==> config.mk <==
export PLATFORM = sky130hd
export DESIGN_NAME = dpb_ctrl
export DESIGN_NICKNAME = d
export VERILOG_FILES = /design/src/sv/dpb_pkg.sv /design/src/sv/dpb_ctrl.sv
export SDC_FILE = /design/constraint.sdc
export NUM_CORES = 1
export LEC_CHECK = 0
export BUFFER_PORTS_ARGS = -buffer_cell sky130_fd_sc_hd__buf_2
export CELL_PAD_IN_SITES_DETAIL_PLACEMENT = 1
export CELL_PAD_IN_SITES_GLOBAL_PLACEMENT = 1
export CORE_AREA = 2 2 39 41
export DETAILED_ROUTE_END_ITERATION = 8
export DIE_AREA = 0 0 41 43
export PLACE_DENSITY_LB_ADDON = 0.1
export SETUP_SLACK_MARGIN = 0.4
export SLEW_MARGIN = 10
export SYNTH_ARGS = -nofsm -noshare
export SYNTH_HDL_FRONTEND = slang
export SYNTH_SLANG_ARGS = --single-unit
==> constraint.sdc <==
create_clock -name aclk -period 3.1 [get_ports aclk]
set_input_delay 0.155 -clock aclk [delete_from_list [all_inputs] [get_ports aclk]]
set_output_delay 0.155 -clock aclk [all_outputs]
set_load 0.005 [all_outputs]
==> src/sv/dpb_pkg.sv <==
// Shared types and constants for the depth pixel back-projection block.
`default_nettype none
package dpb_pkg;

    localparam int DEPTH_W    = 16;
    localparam int SIDE_W     = 13;
    localparam int CNT_W      = 12;
    localparam int CENTER_W   = 16;
    localparam int INV_W      = 24;
    localparam int INV_HALF_W = INV_W / 2;
    localparam int FRAC_W     = 4;
    localparam int POS_W      = SIDE_W + FRAC_W;
    localparam int DIFF_W     = POS_W + 1;
    localparam int MAG_W      = POS_W;
    localparam int PROD_A_W   = DEPTH_W + MAG_W;
    localparam int PROD_P_W   = PROD_A_W + INV_HALF_W;
    localparam int COORD_W    = 32;
    localparam int CFG_INDEX_W = 3;
    localparam int CFG_DATA_W  = 24;
    localparam int NUM_AXES    = 2;

    localparam logic [SIDE_W-1:0] MAX_SIDE = SIDE_W'(4096);

    localparam logic [SIDE_W-1:0]   RESET_FRAME_WIDTH  = SIDE_W'(640);
    localparam logic [SIDE_W-1:0]   RESET_FRAME_HEIGHT = SIDE_W'(480);
    localparam logic [CENTER_W-1:0] RESET_CENTER_X     = CENTER_W'(5120);
    localparam logic [CENTER_W-1:0] RESET_CENTER_Y     = CENTER_W'(3840);
    localparam logic [INV_W-1:0]    RESET_INV_FOCAL    = INV_W'(32263);

    typedef enum logic [CFG_INDEX_W-1:0] {
        CFG_FRAME_WIDTH  = 3'd0,
        CFG_FRAME_HEIGHT = 3'd1,
        CFG_CENTER_X     = 3'd2,
        CFG_CENTER_Y     = 3'd3,
        CFG_INV_FOCAL_X  = 3'd4,
        CFG_INV_FOCAL_Y  = 3'd5
    } dpb_cfg_index_t;

    typedef enum logic [1:0] {
        ST_IDLE,
        ST_MUL_A,
        ST_MUL_P,
        ST_DONE
    } dpb_state_t;

    typedef struct packed {
        logic load_in;
        logic mul_a;
        logic mul_p;
        logic load_out;
    } dpb_cmd_t;

endpackage
`default_nettype wire

==> src/sv/dpb_ctrl.sv <==
// Controller: sequences one pixel through the datapath and tracks the output slot.
`default_nettype none
module dpb_ctrl (
    input  wire logic              aclk,
    input  wire logic              aresetn,
    input  wire logic              s_valid,
    output logic                   s_ready,
    output logic                   m_valid,
    input  wire logic              m_ready,
    output dpb_pkg::dpb_cmd_t      cmd
);

    dpb_pkg::dpb_state_t state_reg, state_next;
    logic out_valid_reg, out_valid_next;

    always_ff @(posedge aclk) begin
        if (!aresetn) begin
            state_reg     <= dpb_pkg::ST_IDLE;
            out_valid_reg <= 1'b0;
        end else begin
            state_reg     <= state_next;
            out_valid_reg <= out_valid_next;
        end
    end

    always_comb begin
        state_next = state_reg;
        cmd        = '0;
        s_ready    = 1'b0;
        unique case (state_reg)
            dpb_pkg::ST_IDLE: begin
                s_ready = 1'b1;
                if (s_valid) begin
                    cmd.load_in = 1'b1;
                    state_next  = dpb_pkg::ST_MUL_A;
                end
            end
            dpb_pkg::ST_MUL_A: begin
                cmd.mul_a  = 1'b1;
                state_next = dpb_pkg::ST_MUL_P;
            end
            dpb_pkg::ST_MUL_P: begin
                cmd.mul_p  = 1'b1;
                state_next = dpb_pkg::ST_DONE;
            end
            dpb_pkg::ST_DONE: begin
                if (!out_valid_reg || m_ready) begin
                    cmd.load_out = 1'b1;
                    state_next   = dpb_pkg::ST_IDLE;
                end
            end
            default: state_next = dpb_pkg::ST_IDLE;
        endcase

        if (cmd.load_out) begin
            out_valid_next = 1'b1;
        end else if (m_ready) begin
            out_valid_next = 1'b0;
        end else begin
            out_valid_next = out_valid_reg;
        end
    end

    assign m_valid = out_valid_reg;

endmodule
`default_nettype wire

==> results.yml <==
pwr:
  vdd_drop_max_uv: 226
  p_sw_uw: 92.5
  p_per_area_nw_per_um2: 879
  power.total_uw: 257
  p_sw_frac: 0.359
  p_comb_frac: 0.473
  leakagePower_uw: 0.000160
  seq_power_share: 0.269
  pwr-share-clk: 0.257
  intPower_uw: 165
cells_and_area:
  fin_area_um2: 293
  fin_cells: 50
  multiInputGateArea_um2: 130
  seq_area_um2: 60.1
  nets: 43
  drive_above_1_share: 0.412
  num_antenna_cells: 0
  largest_reg_flops: 2
  fill_cells: 174
  areaGrowthSynthToFinish_pct: 40.1
detailed_routing:
  drtPass1Iterations: 2
  drc: 0
  wl_um: 444
  viasPerCell: 3.54
  drtAntennaViolNets: 0
  drtIter0Drc: 2
  num_vias: 177
  avgRoutedWirePerCell_um: 8.88
worst_setup_path:
  rrSetupSlack_ps: 1880
  worstSetupPathType: "reg2out"
  crit_chain: "inv_1 -> ha_1 -> and2_1 -> buf_2"
  critPathLaunchType: "flip-flop"
  arrival_ps: 1190
  slowest_stage: "dfxtp_1"
  worstPathMaxFanout: 4
  critPathRequiredTime_ps: 2940
  endpoint_kind: "primary output"
  critPathMaxStageDelay_ps: 370
run:
  cap_violations: 0
global_routing:
  grt_usage: 0.0633
  antenna_found_initial: 0
  grt_pass1_vias: 182
  globalRoute.totalOverflow: 0
  grt_start_max_net_pins: 5
  grt_pass1_wl_um: 696
clock_network:
  cts_tree: "done"
  post_cts_resized: 0
  clock-sinks: 3
  cts_buffer_depth: 2
  cts_root_buffer: "clkbuf_4"
  htreeDepth: 1
  cts-buffers-inserted: 3
  cts_setup_buffers: 0
  clock_latency_ps: 230
  clk_pin_slew_ps: 30
  cts_hold_buffers: 0
placed_design:
  portBuffers: 9
  place_congestion: 0.694
  placed_area_um2: 267
  place_inst: 46
  dp_hpwl_um: 384
synthesis:
  syn_area_um2: 209
  ys_seq_area_frac: 0.287
  yosysTopAreaCell: "dfxtp_1"
  synth-main-ff-cell: "dfxtp_1"
  syn_nets: 30
  ys_ff_latch: 3
  async_flop_share: 0
  syn_inst: 22
  ys_warn_count: 0
  yosys-top-cells-count: "ha_1 (4), dfxtp_1 (3), inv_1 (3)"
  yosysTopAreaCellShare: 0.287
  syn_avg_cell_area_um2: 9.50
  ys_types: 13
  synth_edf_count: 0
  synthTopCellsByArea: "dfxtp_1 (29%), ha_1 (24%), o21a_1 (7.2%)"
  synth.most_common_cell: "ha_1"
sta:
  rsz0062_at_grt: "no"
  max_slew_margin: 0.892
  fmax_mhz: 743
  period_share: 0.434
  maxSlewViolCount: 0
  setup-violations-final: 0
  fin_crit_ps: 1350
  finalHoldViolCount: 0
  hold_ws_ps: 198
  fin_skew_ps: 1.42
  tightestPinTransition_ps: 162
  setup-tns-final_ps: 0
floorplan:
  core_area_um2: 1380
  start_util: 0.151
  ios: 10
  num_rows: 14
  die_area_um2: 1760
  die_y_um: 43
  chipWidth_um: 41
hold_path:
  hold_path.class: "in2reg"
outcome:
  status: "completed"
-- stage by stage --
step / util / worst slack, ps
after floorplan: - / 1950
after global placement: 0.193 / 1900
after detailed placement: 0.193 / 1870
after CTS: 0.212 / 1730
after global routing: 0.212 / 1670
final: 0.212 / 1750
-- area by class of cell --
class / instances / share of cell area
multi-input combinational: 15 / 0.444
sequential: 3 / 0.205
timing repair buffer: 9 / 0.154
clock buffer: 4 / 0.0897
tap: 16 / 0.0684
inverter: 3 / 0.0385
-- per-layer routing --
layer | global-route usage | routed length (um) | up-vias
li1 | - | - | 93
met4 | 0.0400 | 0 | 0
met3 | 0.0471 | 29 | 0
met2 | 0.0844 | 216 | 5
met5 | 0 | 0 | -
met1 | 0.0675 | 198 | 79
-- critical path, delay by kind of cell (launching register included) --
kind | cells | cell delay [ps]
adders and majority gates | 1 | 250
and+or+nand+nor | 1 | 150
buffers and inverters | 2 | 200
DFF | 1 | 370
-- path summary, 6_finish.rpt --
| check | start | end | cells past startpoint |
|---|---|---|---|
| worst max-delay path | state_reg[0] | cmd[3] | 4 |
| worst min-delay path | aresetn | m_valid | 2 |
| worst max register to register | state_reg[0] | state_reg[0] | 4 |
| worst min register to register | state_reg[1] | state_reg[1] | 2 |
-- placed cells by master, fill, tap and decap left out, drive strengths merged --
| cell type | synthesis | layout |
|---|---|---|
| a21oi | 1 | 1 |
| and2 | 1 | 1 |
| and2b | 1 | 1 |
| and3b | 1 | 1 |
| buf | 1 | 9 |
| clkbuf | 0 | 4 |
| dfxtp | 3 | 3 |
| ha | 4 | 4 |
| inv | 3 | 3 |
| mux2i | 1 | 1 |
| nand2 | 2 | 2 |
| nor2b | 1 | 1 |
| o21a | 2 | 2 |
| o31a | 1 | 1 |
-- cell families after synthesis --
logic type | count (synthesis) | share of synthesized area
AO/OA/AOI/OAI | 4 | 0.156
adder cells (fa/ha/maj) | 4 | 0.240
buffers and inverters | 4 | 0.0898
flip-flops | 3 | 0.287
multiplexers | 1 | 0.0479
AND/OR/NAND/NOR | 6 | 0.180
-- power groups by stage --
stage                     logic [uW]  registers [uW]  clock network (uW)
final                            122            69.3                66.2
after global routing             139            71.1                75.4
after CTS                        126            69.8                70.2
after detailed placement         126            70.4                   0
after global placement           123            69.5                   0
after floorplan                 81.6            66.5                   0
Note: power is estimated with default switching activity, not from simulation.
